==> config.mk <==
export PLATFORM = sky130hd
export DESIGN_NAME = fsk_square_wave_modulator_unit
export DESIGN_NICKNAME = d
export VERILOG_FILES = /design/src/hdl/fskm_pkg.sv /design/src/hdl/fskm_regs.sv /design/src/hdl/fskm_div.sv /design/src/hdl/fskm_dp.sv /design/src/hdl/fskm_ctrl.sv /design/src/hdl/fsk_square_wave_modulator_unit.sv
export SDC_FILE = /design/constraint.sdc
export NUM_CORES = 1
export LEC_CHECK = 0
export ABC_AREA = 1
export BUFFER_PORTS_ARGS = -buffer_cell sky130_fd_sc_hd__buf_2
export CORE_ASPECT_RATIO = 0.5
export CORE_MARGIN = 2
export CORE_UTILIZATION = 53
export DETAILED_ROUTE_END_ITERATION = 8
export PLACE_DENSITY = 0.8
export SYNTH_ARGS = -nofsm -noshare
export SYNTH_HDL_FRONTEND = slang
export SYNTH_SLANG_ARGS = --single-unit
export TNS_END_PERCENT = 5
==> constraint.sdc <==
create_clock -name clk -period 4.1 [get_ports clk]
set_input_delay 1.23 -clock clk [delete_from_list [all_inputs] [get_ports clk]]
set_output_delay 1.23 -clock clk [all_outputs]
set_load 0.005 [all_outputs]
==> src/hdl/fskm_pkg.sv <==
// Shared types and constants for the FSK square-wave modulator.
package fskm_pkg;

    localparam int BITS_PER_BYTE = 8;
    localparam int BIDX_W        = 3;
    localparam int FREQ_W        = 15;
    localparam int BTIME_W       = 20;
    localparam int HALF_W        = 19;
    localparam int PRE_W         = 8;
    localparam int DIV_W         = 20;
    localparam int CFG_IDX_W     = 3;
    localparam int CFG_DATA_W    = 20;

    localparam logic [DIV_W-1:0] TICKS_PER_SEC = 20'd1000000;

    // configuration register indexes
    localparam logic [CFG_IDX_W-1:0] REG_ZERO_FREQ = 3'd0;
    localparam logic [CFG_IDX_W-1:0] REG_ONE_FREQ  = 3'd1;
    localparam logic [CFG_IDX_W-1:0] REG_BIT_TIME  = 3'd2;
    localparam logic [CFG_IDX_W-1:0] REG_PRE_COUNT = 3'd3;
    localparam logic [CFG_IDX_W-1:0] REG_PRE_BYTE  = 3'd4;

    // divider operations, run in this order for every bit setup
    localparam logic [1:0] DIV_OP_PER0 = 2'd0;
    localparam logic [1:0] DIV_OP_PER1 = 2'd1;
    localparam logic [1:0] DIV_OP_CYC0 = 2'd2;
    localparam logic [1:0] DIV_OP_CYC1 = 2'd3;

    typedef struct packed {
        logic [FREQ_W-1:0]  zero_freq;
        logic [FREQ_W-1:0]  one_freq;
        logic [BTIME_W-1:0] bit_time;
        logic [PRE_W-1:0]   pre_count;
        logic [PRE_W-1:0]   pre_byte;
    } cfg_t;

    typedef struct packed {
        logic       accept;
        logic       div_start;
        logic [1:0] div_op;
        logic       div_store;
        logic       settle_step;
        logic       load_out;
    } cmd_t;

    typedef struct packed {
        logic active;
        logic bit_end;
        logic nb_end;
        logic found;
        logic div_done;
    } status_t;

endpackage

==> src/hdl/fskm_regs.sv <==
// Configuration register file.
module fskm_regs import fskm_pkg::*;
(
    input  logic                  clk,
    input  logic                  rst_n,
    input  logic                  cfg_valid,
    output logic                  cfg_ready,
    input  logic [CFG_IDX_W-1:0]  cfg_index,
    input  logic [CFG_DATA_W-1:0] cfg_data,
    output cfg_t                  cfg
);

    cfg_t cfg_reg;
    cfg_t cfg_next;

    assign cfg_ready = 1'b1;
    assign cfg       = cfg_reg;

    always_comb
    begin
        cfg_next = cfg_reg;
        if (cfg_valid)
        begin
            case (cfg_index)
                REG_ZERO_FREQ: cfg_next.zero_freq = cfg_data[FREQ_W-1:0];
                REG_ONE_FREQ:  cfg_next.one_freq  = cfg_data[FREQ_W-1:0];
                REG_BIT_TIME:  cfg_next.bit_time  = cfg_data[BTIME_W-1:0];
                REG_PRE_COUNT: cfg_next.pre_count = cfg_data[PRE_W-1:0];
                REG_PRE_BYTE:  cfg_next.pre_byte  = cfg_data[PRE_W-1:0];
                default:       cfg_next = cfg_reg;
            endcase
        end
    end

    always_ff @(posedge clk or negedge rst_n)
    begin
        if (!rst_n)
        begin
            cfg_reg.zero_freq <= 15'd1200;
            cfg_reg.one_freq  <= 15'd2200;
            cfg_reg.bit_time  <= 20'd833;
            cfg_reg.pre_count <= 8'd4;
            cfg_reg.pre_byte  <= 8'd85;
        end
        else
        begin
            cfg_reg <= cfg_next;
        end
    end

endmodule

==> src/hdl/fskm_div.sv <==
// Restoring divider, one quotient bit per cycle.
module fskm_div import fskm_pkg::*;
(
    input  logic             clk,
    input  logic             rst_n,
    input  logic             start,
    input  logic [DIV_W-1:0] dividend,
    input  logic [DIV_W-1:0] divisor,
    output logic [DIV_W-1:0] quotient,
    output logic             done
);

    localparam int CNT_W = $clog2(DIV_W + 1);

    logic [DIV_W-1:0] quo_reg, quo_next;
    logic [DIV_W-1:0] rem_reg, rem_next;
    logic [DIV_W-1:0] dsr_reg, dsr_next;
    logic [CNT_W-1:0] cnt_reg, cnt_next;
    logic             busy_reg, busy_next;
    logic             done_reg, done_next;
    logic [DIV_W:0]   rem_shift;
    logic [DIV_W:0]   rem_sub;
    logic             fits;

    assign rem_shift = {rem_reg, quo_reg[DIV_W-1]};
    assign rem_sub   = rem_shift - {1'b0, dsr_reg};
    assign fits      = rem_shift >= {1'b0, dsr_reg};
    assign quotient  = quo_reg;
    assign done      = done_reg;

    always_comb
    begin
        quo_next  = quo_reg;
        rem_next  = rem_reg;
        dsr_next  = dsr_reg;
        cnt_next  = cnt_reg;
        busy_next = busy_reg;
        done_next = 1'b0;
        if (start)
        begin
            quo_next  = dividend;
            rem_next  = '0;
            dsr_next  = divisor;
            cnt_next  = CNT_W'(DIV_W);
            busy_next = 1'b1;
        end
        else if (busy_reg)
        begin
            quo_next = {quo_reg[DIV_W-2:0], fits};
            rem_next = fits ? rem_sub[DIV_W-1:0] : rem_shift[DIV_W-1:0];
            cnt_next = cnt_reg - CNT_W'(1);
            if (cnt_reg == CNT_W'(1))
            begin
                busy_next = 1'b0;
                done_next = 1'b1;
            end
        end
    end

    always_ff @(posedge clk or negedge rst_n)
    begin
        if (!rst_n)
        begin
            quo_reg  <= '0;
            rem_reg  <= '0;
            dsr_reg  <= '0;
            cnt_reg  <= '0;
            busy_reg <= 1'b0;
            done_reg <= 1'b0;
        end
        else
        begin
            quo_reg  <= quo_next;
            rem_reg  <= rem_next;
            dsr_reg  <= dsr_next;
            cnt_reg  <= cnt_next;
            busy_reg <= busy_next;
            done_reg <= done_next;
        end
    end

endmodule

==> src/hdl/fskm_dp.sv <==
// Datapath: bit serializer, tone timing, tone table and result register.
module fskm_dp import fskm_pkg::*;
(
    input  logic        clk,
    input  logic        rst_n,
    input  cmd_t        cmd,
    input  cfg_t        cfg,
    input  logic        action,
    input  logic [7:0]  data_byte,
    input  logic        new_message,
    input  logic        last_byte,
    output status_t     st,
    output logic        pin_level,
    output logic        busy_res,
    output logic        accepted,
    output logic        message_done
);

    logic [7:0]         shift_byte_reg, shift_byte_next;
    logic [7:0]         held_data_reg, held_data_next;
    logic [BIDX_W-1:0]  bit_index_reg, bit_index_next;
    logic [PRE_W-1:0]   pre_left_reg, pre_left_next;
    logic [HALF_W-1:0]  half_ticks_reg, half_ticks_next;
    logic [HALF_W-1:0]  tick_count_reg, tick_count_next;
    logic [DIV_W-1:0]   cycles_left_reg, cycles_left_next;
    logic               phase_high_reg, phase_high_next;
    logic               active_reg, active_next;
    logic               last_flag_reg, last_flag_next;
    logic               pin_hold_reg, pin_hold_next;
    logic               acc_reg, acc_next;

    // per-bit tone table: period and cycle count for a zero and a one bit
    logic [DIV_W-1:0]   per0_reg, per0_next;
    logic [DIV_W-1:0]   per1_reg, per1_next;
    logic [DIV_W-1:0]   cyc0_reg, cyc0_next;
    logic [DIV_W-1:0]   cyc1_reg, cyc1_next;

    logic               pin_level_reg, pin_level_next;
    logic               busy_res_reg, busy_res_next;
    logic               accepted_reg, accepted_next;
    logic               done_reg, done_next;

    logic [DIV_W-1:0]   div_a;
    logic [DIV_W-1:0]   div_b;
    logic [DIV_W-1:0]   div_q;
    logic               div_done;

    logic               cur_bit;
    logic [DIV_W-1:0]   cur_cyc;
    logic [DIV_W-1:0]   cur_per;
    logic               found;
    logic               nb_end;
    logic [HALF_W-1:0]  tick_inc;
    logic               tick_wrap;
    logic [DIV_W-1:0]   cyc_dec;
    logic               bit_end;
    logic [PRE_W-1:0]   pre_left_dec;
    logic               do_nb;

    assign cur_bit      = shift_byte_reg[bit_index_reg];
    assign cur_cyc      = cur_bit ? cyc1_reg : cyc0_reg;
    assign cur_per      = cur_bit ? per1_reg : per0_reg;
    assign found        = cur_cyc != '0;
    assign nb_end       = (bit_index_reg == '0) && (pre_left_reg == '0);
    assign tick_inc     = tick_count_reg + HALF_W'(1);
    assign tick_wrap    = tick_inc >= half_ticks_reg;
    assign cyc_dec      = cycles_left_reg - DIV_W'(1);
    assign bit_end      = tick_wrap && !phase_high_reg && (cyc_dec == '0);
    assign pre_left_dec = pre_left_reg - PRE_W'(1);

    assign st.active   = active_reg;
    assign st.bit_end  = bit_end;
    assign st.nb_end   = nb_end;
    assign st.found    = found;
    assign st.div_done = div_done;

    assign pin_level    = pin_level_reg;
    assign busy_res     = busy_res_reg;
    assign accepted     = accepted_reg;
    assign message_done = done_reg;

    always_comb
    begin
        case (cmd.div_op)
            DIV_OP_PER0:
            begin
                div_a = TICKS_PER_SEC;
                div_b = {{(DIV_W-FREQ_W){1'b0}}, cfg.zero_freq};
            end
            DIV_OP_PER1:
            begin
                div_a = TICKS_PER_SEC;
                div_b = {{(DIV_W-FREQ_W){1'b0}}, cfg.one_freq};
            end
            DIV_OP_CYC0:
            begin
                div_a = cfg.bit_time;
                div_b = per0_reg;
            end
            DIV_OP_CYC1:
            begin
                div_a = cfg.bit_time;
                div_b = per1_reg;
            end
            default:
            begin
                div_a = '0;
                div_b = '0;
            end
        endcase
    end

    fskm_div u_div
    (
        .clk      (clk),
        .rst_n    (rst_n),
        .start    (cmd.div_start),
        .dividend (div_a),
        .divisor  (div_b),
        .quotient (div_q),
        .done     (div_done)
    );

    always_comb
    begin
        shift_byte_next  = shift_byte_reg;
        held_data_next   = held_data_reg;
        bit_index_next   = bit_index_reg;
        pre_left_next    = pre_left_reg;
        half_ticks_next  = half_ticks_reg;
        tick_count_next  = tick_count_reg;
        cycles_left_next = cycles_left_reg;
        phase_high_next  = phase_high_reg;
        active_next      = active_reg;
        last_flag_next   = last_flag_reg;
        pin_hold_next    = pin_hold_reg;
        acc_next         = acc_reg;
        per0_next        = per0_reg;
        per1_next        = per1_reg;
        cyc0_next        = cyc0_reg;
        cyc1_next        = cyc1_reg;
        pin_level_next   = pin_level_reg;
        busy_res_next    = busy_res_reg;
        accepted_next    = accepted_reg;
        done_next        = done_reg;
        do_nb            = 1'b0;

        if (cmd.accept)
        begin
            pin_hold_next = phase_high_reg;
            acc_next      = action && !active_reg;
            if (action)
            begin
                if (!active_reg)
                begin
                    held_data_next = data_byte;
                    last_flag_next = last_byte;
                    bit_index_next = BIDX_W'(BITS_PER_BYTE - 1);
                    active_next    = 1'b1;
                    if (new_message && (cfg.pre_count != '0))
                    begin
                        pre_left_next   = cfg.pre_count;
                        shift_byte_next = cfg.pre_byte;
                    end
                    else
                    begin
                        pre_left_next   = '0;
                        shift_byte_next = data_byte;
                    end
                end
            end
            else if (active_reg)
            begin
                tick_count_next = tick_inc;
                if (tick_wrap)
                begin
                    tick_count_next = '0;
                    if (phase_high_reg)
                    begin
                        phase_high_next = 1'b0;
                    end
                    else
                    begin
                        // end of a full period
                        phase_high_next  = 1'b1;
                        cycles_left_next = cyc_dec;
                        if (cyc_dec == '0)
                        begin
                            do_nb = 1'b1;
                        end
                    end
                end
            end
        end

        if (cmd.div_store)
        begin
            case (cmd.div_op)
                DIV_OP_PER0: per0_next = (cfg.zero_freq == '0) ? '0 : div_q;
                DIV_OP_PER1: per1_next = (cfg.one_freq == '0) ? '0 : div_q;
                DIV_OP_CYC0: cyc0_next = (per0_reg == '0) ? '0 : div_q;
                DIV_OP_CYC1: cyc1_next = (per1_reg == '0) ? '0 : div_q;
                default:     per0_next = per0_reg;
            endcase
        end

        if (cmd.settle_step)
        begin
            if (found)
            begin
                half_ticks_next  = cur_per[DIV_W-1:1];
                cycles_left_next = cur_cyc;
                tick_count_next  = '0;
                phase_high_next  = 1'b1;
            end
            else
            begin
                // bit without cycles takes no time
                do_nb = 1'b1;
            end
        end

        if (do_nb)
        begin
            if (bit_index_reg != '0)
            begin
                bit_index_next = bit_index_reg - BIDX_W'(1);
            end
            else
            begin
                bit_index_next = BIDX_W'(BITS_PER_BYTE - 1);
                if (pre_left_reg != '0)
                begin
                    pre_left_next   = pre_left_dec;
                    shift_byte_next = (pre_left_dec != '0) ? cfg.pre_byte : held_data_reg;
                end
                else
                begin
                    active_next     = 1'b0;
                    phase_high_next = 1'b0;
                end
            end
        end

        if (cmd.load_out)
        begin
            if (cmd.accept)
            begin
                pin_level_next = phase_high_reg;
            end
            else
            begin
                pin_level_next = acc_reg ? phase_high_next : pin_hold_reg;
            end
            busy_res_next = active_next;
            accepted_next = cmd.accept ? 1'b0 : acc_reg;
            done_next     = do_nb && nb_end && last_flag_reg;
        end
    end

    always_ff @(posedge clk or negedge rst_n)
    begin
        if (!rst_n)
        begin
            shift_byte_reg  <= '0;
            held_data_reg   <= '0;
            bit_index_reg   <= BIDX_W'(BITS_PER_BYTE - 1);
            pre_left_reg    <= '0;
            half_ticks_reg  <= '0;
            tick_count_reg  <= '0;
            cycles_left_reg <= '0;
            phase_high_reg  <= 1'b0;
            active_reg      <= 1'b0;
            last_flag_reg   <= 1'b0;
            pin_hold_reg    <= 1'b0;
            acc_reg         <= 1'b0;
            per0_reg        <= '0;
            per1_reg        <= '0;
            cyc0_reg        <= '0;
            cyc1_reg        <= '0;
            pin_level_reg   <= 1'b0;
            busy_res_reg    <= 1'b0;
            accepted_reg    <= 1'b0;
            done_reg        <= 1'b0;
        end
        else
        begin
            shift_byte_reg  <= shift_byte_next;
            held_data_reg   <= held_data_next;
            bit_index_reg   <= bit_index_next;
            pre_left_reg    <= pre_left_next;
            half_ticks_reg  <= half_ticks_next;
            tick_count_reg  <= tick_count_next;
            cycles_left_reg <= cycles_left_next;
            phase_high_reg  <= phase_high_next;
            active_reg      <= active_next;
            last_flag_reg   <= last_flag_next;
            pin_hold_reg    <= pin_hold_next;
            acc_reg         <= acc_next;
            per0_reg        <= per0_next;
            per1_reg        <= per1_next;
            cyc0_reg        <= cyc0_next;
            cyc1_reg        <= cyc1_next;
            pin_level_reg   <= pin_level_next;
            busy_res_reg    <= busy_res_next;
            accepted_reg    <= accepted_next;
            done_reg        <= done_next;
        end
    end

endmodule

==> src/hdl/fskm_ctrl.sv <==
// Controller: word handshakes, divider sequencing and bit setup loop.
module fskm_ctrl import fskm_pkg::*;
(
    input  logic    clk,
    input  logic    rst_n,
    input  logic    in_valid,
    output logic    in_ready,
    input  logic    action,
    output logic    out_valid,
    input  logic    out_ready,
    input  status_t st,
    output cmd_t    cmd
);

    localparam logic [1:0] S_IDLE     = 2'd0;
    localparam logic [1:0] S_DIV_GO   = 2'd1;
    localparam logic [1:0] S_DIV_WAIT = 2'd2;
    localparam logic [1:0] S_SETTLE   = 2'd3;

    logic [1:0] state_reg, state_next;
    logic [1:0] div_op_reg, div_op_next;
    logic       out_valid_reg, out_valid_next;

    // one item in flight; the result slot is free or being emptied on accept
    assign in_ready  = (state_reg == S_IDLE) && (!out_valid_reg || out_ready);
    assign out_valid = out_valid_reg;

    always_comb
    begin
        cmd         = '0;
        cmd.div_op  = div_op_reg;
        state_next  = state_reg;
        div_op_next = div_op_reg;

        case (state_reg)
            S_IDLE:
            begin
                if (in_valid && in_ready)
                begin
                    cmd.accept = 1'b1;
                    if (action && !st.active)
                    begin
                        div_op_next = DIV_OP_PER0;
                        state_next  = S_DIV_GO;
                    end
                    else if (!action && st.active && st.bit_end && !st.nb_end)
                    begin
                        div_op_next = DIV_OP_PER0;
                        state_next  = S_DIV_GO;
                    end
                    else
                    begin
                        cmd.load_out = 1'b1;
                    end
                end
            end
            S_DIV_GO:
            begin
                cmd.div_start = 1'b1;
                state_next    = S_DIV_WAIT;
            end
            S_DIV_WAIT:
            begin
                if (st.div_done)
                begin
                    cmd.div_store = 1'b1;
                    if (div_op_reg == DIV_OP_CYC1)
                    begin
                        state_next = S_SETTLE;
                    end
                    else
                    begin
                        div_op_next = div_op_reg + 2'd1;
                        state_next  = S_DIV_GO;
                    end
                end
            end
            S_SETTLE:
            begin
                cmd.settle_step = 1'b1;
                if (st.found || st.nb_end)
                begin
                    cmd.load_out = 1'b1;
                    state_next   = S_IDLE;
                end
            end
            default:
            begin
                state_next = S_IDLE;
            end
        endcase
    end

    always_comb
    begin
        if (cmd.load_out)
        begin
            out_valid_next = 1'b1;
        end
        else if (out_ready)
        begin
            out_valid_next = 1'b0;
        end
        else
        begin
            out_valid_next = out_valid_reg;
        end
    end

    always_ff @(posedge clk or negedge rst_n)
    begin
        if (!rst_n)
        begin
            state_reg     <= S_IDLE;
            div_op_reg    <= DIV_OP_PER0;
            out_valid_reg <= 1'b0;
        end
        else
        begin
            state_reg     <= state_next;
            div_op_reg    <= div_op_next;
            out_valid_reg <= out_valid_next;
        end
    end

`ifndef NO_ASSERTIONS
    a_no_overwrite: assert property (@(posedge clk) disable iff (!rst_n)
        cmd.load_out |-> (!out_valid_reg || out_ready))
        else $error("result word overwritten before it was taken");

    a_div_done_wait: assert property (@(posedge clk) disable iff (!rst_n)
        st.div_done |-> (state_reg == S_DIV_WAIT))
        else $error("divider finished outside of its wait state");

    a_busy_active: assert property (@(posedge clk) disable iff (!rst_n)
        (state_reg != S_IDLE) |-> st.active)
        else $error("bit setup running while the modulator is idle");
`endif

endmodule

==> src/hdl/fsk_square_wave_modulator_unit.sv <==
// Top level of the binary FSK square-wave modulator.
// Each input word is either a one-microsecond tick (action 0) or a byte offer
// (action 1) and yields exactly one result word. A tick inside a bit and any
// rejected or idle word are answered directly. An accepted byte, and a tick that
// ends any bit but the last data bit, set up the next bit: four serial
// divisions on one 20-step divider (tone periods and cycle counts for both bit
// values), then a settle step per bit examined, since bits without tone cycles
// are skipped one per cycle through the rest of the preamble and data byte. One
// word is processed at a time; the result register lets the next word in as
// soon as the previous result is taken or is being taken.
module fsk_square_wave_modulator_unit import fskm_pkg::*;
(
    input  logic                  clk,
    input  logic                  rst_n,
    input  logic                  in_valid,
    output logic                  in_ready,
    input  logic                  action,
    input  logic [7:0]            data_byte,
    input  logic                  new_message,
    input  logic                  last_byte,
    output logic                  out_valid,
    input  logic                  out_ready,
    output logic                  pin_level,
    output logic                  busy_res,
    output logic                  accepted,
    output logic                  message_done,
    input  logic                  cfg_valid,
    output logic                  cfg_ready,
    input  logic [CFG_IDX_W-1:0]  cfg_index,
    input  logic [CFG_DATA_W-1:0] cfg_data
);

    cfg_t    cfg;
    cmd_t    cmd;
    status_t st;

    fskm_regs u_regs
    (
        .clk       (clk),
        .rst_n     (rst_n),
        .cfg_valid (cfg_valid),
        .cfg_ready (cfg_ready),
        .cfg_index (cfg_index),
        .cfg_data  (cfg_data),
        .cfg       (cfg)
    );

    fskm_ctrl u_ctrl
    (
        .clk       (clk),
        .rst_n     (rst_n),
        .in_valid  (in_valid),
        .in_ready  (in_ready),
        .action    (action),
        .out_valid (out_valid),
        .out_ready (out_ready),
        .st        (st),
        .cmd       (cmd)
    );

    fskm_dp u_dp
    (
        .clk          (clk),
        .rst_n        (rst_n),
        .cmd          (cmd),
        .cfg          (cfg),
        .action       (action),
        .data_byte    (data_byte),
        .new_message  (new_message),
        .last_byte    (last_byte),
        .st           (st),
        .pin_level    (pin_level),
        .busy_res     (busy_res),
        .accepted     (accepted),
        .message_done (message_done)
    );

endmodule

==> results of run 1 <==
-- routing by layer --
layer | wire length, um | vias to the layer above
li1 | - | 7173
met1 | 20300 | 7237
met2 | 19400 | 571
met3 | 3510 | 76
met4 | 991 | 0
met5 | 0 | -
-- worst max path at each step --
stage                                                  to  cells after the start                              from  slack (ps)
after floorplan           u_ctrl.state_reg[1]$_DFFE_PN0P_                     28  u_dp.tick_count_reg[0]$_DFF_PN0_         440
after global placement    u_ctrl.state_reg[1]$_DFFE_PN0P_                     30  u_dp.tick_count_reg[0]$_DFF_PN0_          90
after detailed placement  u_ctrl.state_reg[1]$_DFFE_PN0P_                     29  u_dp.tick_count_reg[0]$_DFF_PN0_         -20
after CTS                      u_dp.pin_level$_DFFE_PN0P_                     27  u_dp.tick_count_reg[0]$_DFF_PN0_           1
after global routing      u_ctrl.state_reg[1]$_DFFE_PN0P_                     28  u_dp.tick_count_reg[1]$_DFF_PN0_         -60
final                          u_dp.pin_level$_DFFE_PN0P_                     28  u_dp.tick_count_reg[1]$_DFF_PN0_         240
-- layout by cell type (no fill, tap or decap), types with 4 or more instances in the layout --
cell type / Yosys / routed
inv_2: 2 / 4
clkbuf_16: 0 / 29
xor2_1: 35 / 35
nor4_1: 19 / 18
o21ai_0: 303 / 302
nand2_2: 6 / 6
inv_1: 262 / 260
buf_12: 0 / 4
ha_1: 59 / 57
clkinv_2: 0 / 11
a22oi_1: 20 / 20
nand3_1: 153 / 149
nor2_1: 136 / 127
nand4_1: 26 / 26
o22ai_1: 29 / 29
o21ai_1: 32 / 33
nand3_2: 5 / 9
nor2_2: 4 / 10
clkinvlp_4: 0 / 4
buf_2: 11 / 43
nor3_1: 14 / 14
a21oi_1: 103 / 103
dfrtp_1: 292 / 292
o211ai_1: 22 / 22
nand3b_1: 4 / 4
dfstp_2: 20 / 20
clkbuf_1: 73 / 4
nand2_1: 459 / 457
xnor2_1: 11 / 11
buf_4: 3 / 35
a21o_1: 5 / 5
-- through the flow --
stage               area, sq um  setup TNS (ps)  total power [mW]  hold WS (ps)  std cells
finish                    18600               0              7.47           477       2626
global route              18600            -196              7.80           509       2626
CTS                       18500               0              7.45           481       2622
detailed placement        17600           -22.5              4.88           464       2569
global placement          17600               0              4.84           466       2569
floorplan                 16900               0              4.45           442       2151
-- cell usage after synthesis (all sizes together), types with 3 or more instances --
cell type / number / area, sq um
o221ai: 3 / 26.3
dfstp: 20 / 526
a21oi: 104 / 524
clkinv: 3 / 11.3
a31oi: 3 / 18.8
nor4: 19 / 119
nand4: 26 / 163
a22oi: 20 / 150
nand3: 159 / 833
nor3: 14 / 70.1
nor3b: 3 / 22.5
o21ai: 335 / 1680
o22ai: 29 / 181
o211ai: 22 / 165
clkbuf: 73 / 274
a21o: 5 / 37.5
nand2: 466 / 1770
xnor2: 11 / 96.3
a21boi: 3 / 22.5
buf: 21 / 126
nor2: 140 / 536
xor2: 35 / 307
ha: 59 / 738
dfrtp: 292 / 7310
inv: 264 / 991
nand3b: 4 / 30.0
-- cells by family (layout without fill, tap and decap cells) --
kind of cell	count (synthesis)	count (layout)	share of synthesized area, %
DFF	312	312	46.4
xor gates and xnor gates	46	46	2.39
muxes	4	4	0.252
other	1	1	0.0222
and+or+nand+nor	836	836	21.2
adders and majority gates	60	60	4.49
buffers and inverters	361	404	8.31
AOI/OAI and AO/OA	531	531	16.9
-- power by group --
group / switching (mW) / internal [mW]
combinational: 0.746 / 0.389
clock: 1.24 / 1.35
sequential: 0.280 / 3.46
-- final cells by class --
cell class,count,area share (%)
Clock buffer,35,4.13
Clock inverter,18,0.653
Inverter,267,5.39
Multi-Input combinational cell,1478,41.7
Sequential cell,312,42.1
Tap cell,432,2.91
Timing Repair Buffer,84,3.14
-- repair_timing --
action                                  CTS  global route
pin swaps                                 0            14
endpoints found under the setup margin    2            46
gates resized for setup                   2            23
setup buffers                             0             5
-- worst max-delay path, delay by kind of cell (launching register included) --
| family | cells | cell delay, ps |
|---|---|---|
| DFF | 1 | 380 |
| and+or+nand+nor | 18 | 2150 |
| AOI/OAI and AO/OA | 2 | 150 |
| buffers and inverters | 4 | 330 |
| adders and majority gates | 3 | 620 |
| xor gates and xnor gates | 1 | 120 |
==> impl_metrics.tcl, run 1 <==
set metrics [dict create \
    drive_above_1_share_pct 9.07 \
    finalWorstSetupSlack_ps 243 \
    fin_skew_ps 27.6 \
    fillers 2706 \
    yosys_warnings 0 \
    cp-start-kind "flop" \
    gr-total-overflow 0 \
    peakVddDrop_mv 0.383 \
    grt_util_met3_pct 4.55 \
    io_pins 46 \
    maxCapViolCount 0 \
    synth.avg_cell_area_sq_um 7.85 \
    grt_pass1_wl_um 71400 \
    syn-cell-area_sq_um 16900 \
    routedWlPerCell_um 16.8 \
    min_path_type "reg -> reg" \
    port_buffers 44 \
    grt_util_all_layers_pct 26.3 \
    seqCellArea_sq_um 7830 \
    fp.coreArea_sq_um 31500 \
    dp_slack_ps -22.5 \
    cpMostUsedCell "nand2_1" \
    antenna_found_initial 0 \
    die_w_um 256 \
    ys_types 50 \
    hold_buffers 0 \
    htreeDepth 1 \
    cts_root_buf "clkbuf_16" \
    vias 15057 \
    grt_pass1_vias 13855 \
    rrSetupSlack_ps 240 \
    synth_enable_flop_cells 0 \
    cts_buffer_depth 3 \
    finalMaxSlewViolations 0 \
    drc 0 \
    syn_nets 2250 \
    via_per_inst 5.73 \
    clk_pin_slew_ps 70 \
    grt-busiest-layer "met2" \
    tightestPinTransition_ps 1100 \
    slew_headroom_pct 26.2 \
    syn_to_final_growth_pct 10.2 \
    powerDensity_nw_per_um2 402 \
    multi_input_area_sq_um 7750 \
    met2_usage_pct 40.9 \
    synth_flop_cell "dfrtp_1" \
    clock-sinks 312 \
    start_util_pct 53.6 \
    grt_util_met1_pct 38.4 \
    antenna_cells 0 \
    path_max_fanout 7 \
    grt_max_degree 93 \
    r2r_start "u_dp.tick_count_reg[1]$_DFF_PN0_" \
    slowest_stage "dfrtp_1" \
    post-route-util_pct 59.1 \
    min_to "u_dp.last_flag_reg$_DFFE_PN0P_" \
    rows 46 \
    fin_crit_ps 3860 \
    r2r-end "u_dp.pin_level$_DFFE_PN0P_" \
    gp_congestion 0.920 \
    setup_viol 0 \
    numCtsBuffers 29 \
    path_class "reg -> reg" \
    slowest_delay_ps 380 \
    status "completed" \
    async_reset_ff_share_pct 100 \
    end_kind "flop" \
    arrival_ps 4310 \
    largest_reg_flops 66 \
    rr_worst_depth 28 \
    ys_seq_area_share_pct 46.4 \
    hold_depth 2 \
    final_hold_viol_count 0 \
    cts_tree "built" \
    insertion_delay_ps 570 \
    p_leak_nw 9.01 \
    fin_nets 2271 \
    die_y_um 130 \
    drt_first_pass_iters 6 \
    drtIter0Drc 1539 \
    fmax_ghz 0.259 \
    period_share_pct 94.1 \
    hp-start "u_dp.last_flag_reg$_DFFE_PN0P_" \
    place_hpwl_um 30900 \
    ant_nets 0 \
    wirelength_um 44200 \
    synth-seq-cells 312 \
    postSynthCellCount 2151 \
    fp.dieArea_sq_um 33400 \
    worst_ep_required_time_ps 4550 \
]
Power figures use the tool's default switching activity.
==> run 2: changes to the inputs <==
Settings changed: PLACE_DENSITY 0.8 to 0.83.
Clock period 4.1 ns to 3.2 ns, I/O delays scaled along.
==> run 2 against run 1 <==
The run now ends with setup timing left. Clock power increased by 47%. Sequential share of layout area shrank 1.7 points. Power rose by 35%. Register-to-register slack lost 1000 ps. Global-route usage up 1.2 points. Routed wire length is 4.6% higher. Core utilization rose by 2.5 points. Fmax decreased by 2.9%. Non-clock buffer count up 50. Count of clock-buffer cells in the layout up 4. Flip-flop and latch count did not move. Critical path type unchanged. Highest routed layer unchanged.
==> impl_metrics.tcl, run 2 (same netlist as run 1, synthesis figures left out) <==
set metrics [dict create \
    gp_congestion 0.917 \
    wirelength_um 46300 \
    largest_reg_flops 66 \
    placed_cells 2612 \
    critPathTopFamily "simple AND/OR/NAND/NOR gates" \
    grt_util_met3_pct 5.34 \
    port_buffers 44 \
    rows 46 \
    end_kind "flop" \
    numCtsBuffers 29 \
    min_path_type "in -> async" \
    path_max_fanout 3 \
    met2_usage_pct 44.0 \
    slew_headroom_pct 34.9 \
    cts_tree "built" \
    finalWorstSetupSlack_ps -772 \
    fp.dieArea_sq_um 33400 \
    syn_to_final_growth_pct 14.8 \
    grt_pass1_wl_um 74600 \
    holdWs_ps 379 \
    clk_pin_slew_ps 70 \
    grt_util_met1_pct 38.7 \
    cts_root_buf "clkbuf_16" \
    final_hold_viol_count 0 \
    grt_util_all_layers_pct 27.5 \
    path_class "reg -> reg" \
    fin_nets 2321 \
    fin_cells 2677 \
    r2r_start "u_dp.tick_count_reg[1]$_DFF_PN0_" \
    slowest_stage "dfrtp_1" \
    status "finished with violations" \
    drtIter0Drc 1742 \
    grt-busiest-layer "met2" \
    mostFrequentLayoutCell "nand2_1" \
    maxCapViolCount 0 \
    post-route-util_pct 61.6 \
    vias 15556 \
    die_w_um 256 \
    slowest_delay_ps 370 \
    powerDensity_nw_per_um2 521 \
    drc 0 \
    antenna_cells 0 \
    p_leak_nw 9.37 \
    antenna_found_initial 0 \
    setup_viol 69 \
    insertion_delay_ps 580 \
    ant_nets 0 \
    drt_first_pass_iters 6 \
    clock-sinks 312 \
    fin_crit_ps 3970 \
    via_per_inst 5.81 \
    layout_common_cells "nand2_1, dfrtp_1, o21ai_0" \
    grt_pass1_vias 14448 \
    cpMostUsedCell "nand3_2" \
    worst_ep_required_time_ps 3650 \
    arrival_ps 4430 \
    routedWlPerCell_um 17.3 \
    grt_setup_unrepaired "true" \
    fin_skew_ps 21.5 \
    setup.worst_path.start "u_dp.tick_count_reg[1]$_DFF_PN0_" \
    htreeDepth 1 \
    period_share_pct 124 \
    peakVddDrop_mv 0.440 \
    drive_above_1_share_pct 13.2 \
    tightestPinTransition_ps 977 \
    die_y_um 130 \
    finalMaxSlewViolations 0 \
    grt_max_degree 84 \
    place_hpwl_um 31800 \
    violations "setup timing" \
    start_util_pct 53.6 \
    fp.coreArea_sq_um 31500 \
    fmax_ghz 0.252 \
    p_total_mw 10.1 \
    critPathBufInv 4 \
    gr-total-overflow 0 \
    io_pins 46 \
    cts_buffer_depth 3 \
    cp-start-kind "flop" \
]
==> run 2: power breakdown <==
part | leakage (nW) | total, mW | switching (mW) | internal [mW]
sequential | 3.80 | 4.78 | 0.353 | 4.43
clock | 0.492 | 3.81 | 1.61 | 2.20
combinational | 5.09 | 1.51 | 1.00 | 0.513
total | 9.37 | 10.1 | 2.96 | 7.14
==> run 2: timing repair <==
action / CTS / global route
endpoints found under the hold margin: 0 / 0
endpoints found under the setup margin: 69 / 69
setup buffers: 7 / 4
pin swaps: 41 / 24
gates resized for setup: 44 / 37
hold buffers: 0 / 0
==> run 2: path summary, 6_finish.rpt <==
path | endpoint | slack, ps | cells past startpoint
max reg2reg | u_dp.busy_res$_DFFE_PN0P_ | -770 | 27
min reg2reg | u_dp.last_flag_reg$_DFFE_PN0P_ | 470 | 2
min in group clk | u_dp.last_flag_reg$_DFFE_PN0P_ | 470 | 2
max in group asynchronous | u_dp.bit_index_reg[0]$_DFFE_PN1P_ | 2000 | 2
max | u_dp.busy_res$_DFFE_PN0P_ | -770 | 27
min | u_dp.u_div.cnt_reg[0]$_DFFE_PN0P_ | 380 | 1
==> run 2: routing by layer <==
layer | vias up | part of all wire [%]
met2 | 746 | 45
met1 | 7437 | 43
li1 | 7259 | -
met5 | - | 0
met3 | 114 | 9.2
met4 | 0 | 2.8
==> run 2: worst reg2reg max path, cell delays in order (launching register included) <==
cell and delay (ps):
dfrtp_1 370, ha_2 200, nand3_2 70, nand3b_1 180
nand3b_1 210, nor2_2 170, nand2_2 120, nor2_4 140
nand3_2 110, xor2_1 190, inv_1 100, ha_4 280
nand2_2 50, inv_2 60, nand3_2 70, nor2_2 140
nand4_1 110, nand3_2 110, nor2_4 60, inv_2 70
ha_4 110, nor3b_2 160, nand4_1 230, nand3_2 180
nand2_4 80, buf_6 120, a21oi_2 120, nor2_1 60
==> run 2: cell type report <==
cell class / instances / area (sq um)
repair buffers: 134 / 996
clock inverters: 15 / 224
flip-flops and latches: 312 / 7830
fillers: 2548 / 12100
well taps: 432 / 541
multi-input cells: 1478 / 7970
inverters: 267 / 1000
clock buffers: 39 / 813
==> run 2: metrics by stage <==
step                worst slack (ps)  instance area [sq um]  setup TNS [ps]
floorplan                       -315                  16900           -9080
CTS                             -569                  19200          -21130
global placement                -544                  18000          -19900
detailed placement              -736                  18000          -31250
global route                    -935                  19400          -44080
finish                          -772                  19400          -27620
==> run 3: changes to the inputs <==
--- a/config.mk
+++ b/config.mk
@@ -8,9 +8,11 @@
 export ABC_AREA = 1
 export BUFFER_PORTS_ARGS = -buffer_cell sky130_fd_sc_hd__buf_2
+export CELL_PAD_IN_SITES_DETAIL_PLACEMENT = 0
+export CELL_PAD_IN_SITES_GLOBAL_PLACEMENT = 1
 export CORE_ASPECT_RATIO = 0.5
 export CORE_MARGIN = 2
-export CORE_UTILIZATION = 53
+export CORE_UTILIZATION = 43
 export DETAILED_ROUTE_END_ITERATION = 8
-export PLACE_DENSITY = 0.83
+export PLACE_DENSITY = 0.88
 export SYNTH_ARGS = -nofsm -noshare
 export SYNTH_HDL_FRONTEND = slang
==> constraint.sdc (replaced) <==
create_clock -name clk -period 3.2 [get_ports clk]
set_input_delay 0.96 -clock clk [delete_from_list [all_inputs] [get_ports clk]]
set_output_delay 0.96 -clock clk [all_outputs]
set_load 0.1 [all_outputs]
==> run 3 against run 2 <==
Flip-flop and latch count did not move. Critical path depth is the same. The run still ends with setup timing left. Worst setup slack better by 110 ps. Global-route usage shrank 5.2 points. Register-to-register slack improved by 110 ps. Clock skew shrank 7.0 ps. Clock power decreased by 4%. First-iteration DRC count is 36% lower. Routed wire length fell by 0.16%. Fmax increased by 2.8%.
==> impl_metrics.tcl, run 3 (same netlist as run 1, synthesis figures left out) <==
set metrics [dict create \
    status "finished with violations" \
    violations "setup timing" \
    gr-total-overflow 0 \
    gp_congestion 0.901 \
    htreeDepth 1 \
    end_kind "flop" \
    critPathBufInv 4 \
    insertion_delay_ps 570 \
    clock-sinks 312 \
    finalWorstSetupSlack_ps -662 \
    min_path_type "in -> async" \
    fp.coreArea_sq_um 38800 \
    via_per_inst 5.30 \
    fin_cells 2790 \
    p_total_mw 9.98 \
    path_class "reg -> reg" \
    worst_ep_required_time_ps 3660 \
    fp.dieArea_sq_um 41000 \
    cts_buffer_depth 3 \
    slew_headroom_pct 43.4 \
    slowest_delay_ps 360 \
    slowest_stage "dfrtp_1" \
    fin_tns_setup_ps -32380 \
    hold_buffers 0 \
    grt_pass1_wl_um 73800 \
    wirelength_um 46200 \
    mostFrequentLayoutCell "nand2_1" \
    fillers 3787 \
    critPathTopFamily "simple AND/OR/NAND/NOR gates" \
    die_w_um 284 \
    period_share_pct 121 \
    drive_above_1_share_pct 13.5 \
    antenna_cells 0 \
    cts_tree "built" \
    peakVddDrop_mv 0.367 \
    fin_crit_ps 3860 \
    p_leak_nw 9.43 \
    setup_viol 69 \
    vias 14791 \
    cp-start-kind "flop" \
    place_hpwl_um 32700 \
    powerDensity_nw_per_um2 509 \
    syn_to_final_growth_pct 16.2 \
    start_util_pct 43.5 \
    grt_pass1_vias 13750 \
    largest_reg_flops 66 \
    final_hold_viol_count 0 \
    placed_cells 2721 \
    finalMaxSlewViolations 0 \
    fin_skew_ps 14.4 \
    drtIter0Drc 1108 \
    path_max_fanout 3 \
    post-route-util_pct 50.5 \
    drt_first_pass_iters 5 \
    numCtsBuffers 30 \
    routedWlPerCell_um 16.6 \
    fin_nets 2335 \
    io_pins 46 \
    clk_pin_slew_ps 60 \
    layout_common_cells "nand2_1, dfrtp_1, o21ai_0" \
    grt_util_all_layers_pct 22.3 \
    maxCapViolCount 0 \
    rows 51 \
    port_buffers 44 \
    cts_root_buf "clkbuf_16" \
    drc 0 \
    grt_max_degree 77 \
    tightestPinTransition_ps 846 \
    ant_nets 0 \
    fmax_ghz 0.259 \
    grt_setup_unrepaired "true" \
    arrival_ps 4320 \
    die_y_um 144 \
    antenna_found_initial 0 \
]
[run 3: changes by cell type in the layout (fill, tap and decap cells not counted), moves of 3 or more]
cell,previous run,this run
nand2_1,449,452
buf_4,80,92
bufinv_16,5,2
clkbuf_1,5,10
nand3_2,12,9
clkbuf_8,5,8
clkinvlp_4,5,0
[run 3: final timing paths]
check | depth (start not counted) | slack (ps) | start | end
max | 27 | -660 | u_dp.tick_count_reg[0]$_DFF_PN0_ | u_dp.busy_res$_DFFE_PN0P_
min | 1 | 350 | rst_n | u_dp.u_div.rem_reg[14]$_DFFE_PN0P_
max reg2reg | 27 | -660 | u_dp.tick_count_reg[0]$_DFF_PN0_ | u_dp.busy_res$_DFFE_PN0P_
min reg2reg | 2 | 490 | u_regs.cfg[27]$_DFFE_PN0P_ | u_regs.cfg[27]$_DFFE_PN0P_
max in group asynchronous | 2 | 2040 | rst_n | u_regs.cfg[47]$_DFFE_PN1P_
min in group clk | 2 | 490 | u_regs.cfg[27]$_DFFE_PN0P_ | u_regs.cfg[27]$_DFFE_PN0P_
[run 3: through the flow]
step                      cell area (sq um)  worst slack, ps  hold WS (ps)
after floorplan                       16900             -315           442
after global placement                18200             -579           468
after detailed placement              18200             -676           474
after CTS                             19400             -564           381
after global routing                  19600             -907           403
final                                 19600             -662           351
[run 3: layout make-up]
class	count	area [sq um]	share of cell area, %
Sequential cell	312	7830	39.9
Clock inverter	7	91.3	0.466
Timing Repair Buffer	147	1110	5.66
Multi-Input combinational cell	1478	7980	40.7
Tap cell	530	663	3.38
Inverter	267	1000	5.11
Clock buffer	49	923	4.71
[run 3: power breakdown]
part	switching (mW)	internal, mW	total (mW)
clock network	1.55	2.13	3.67
registers	0.347	4.43	4.78
logic	0.992	0.531	1.52
total	2.88	7.09	9.98
[run 3: what timing repair did]
action                                  CTS  global route
endpoints found under the setup margin   69            69
gates resized for setup                  44            37
setup buffers                             8             5
pin swaps                                35            25
[run 3: worst reg2reg max path: stages (launching register included)]
cell	delay, ps
dfrtp_1	360
ha_2	190
nand3_2	80
nand3b_1	170
nand3b_1	200
nor2_2	170
nand2_2	120
nor2_4	150
nand3_4	100
xor2_1	190
inv_1	110
ha_4	280
nand2_2	50
inv_2	50
nand3_2	90
nor2_2	140
nand4_1	100
nand3_2	110
nor2_4	50
inv_2	70
ha_4	120
nor3b_4	170
nand4_1	160
nand3_1	140
nand2_2	90
buf_6	130
a21oi_2	120
nor2_1	40
[run 3: metal layers]
metal / vias to the layer above / wire length [um] / track usage, %
li1: 7316 / - / -
met1: 7046 / 22500 / 33.1
met2: 379 / 20300 / 34.8
met3: 50 / 2750 / 3.69
met4: 0 / 620 / 3.60
met5: - / 0 / 0
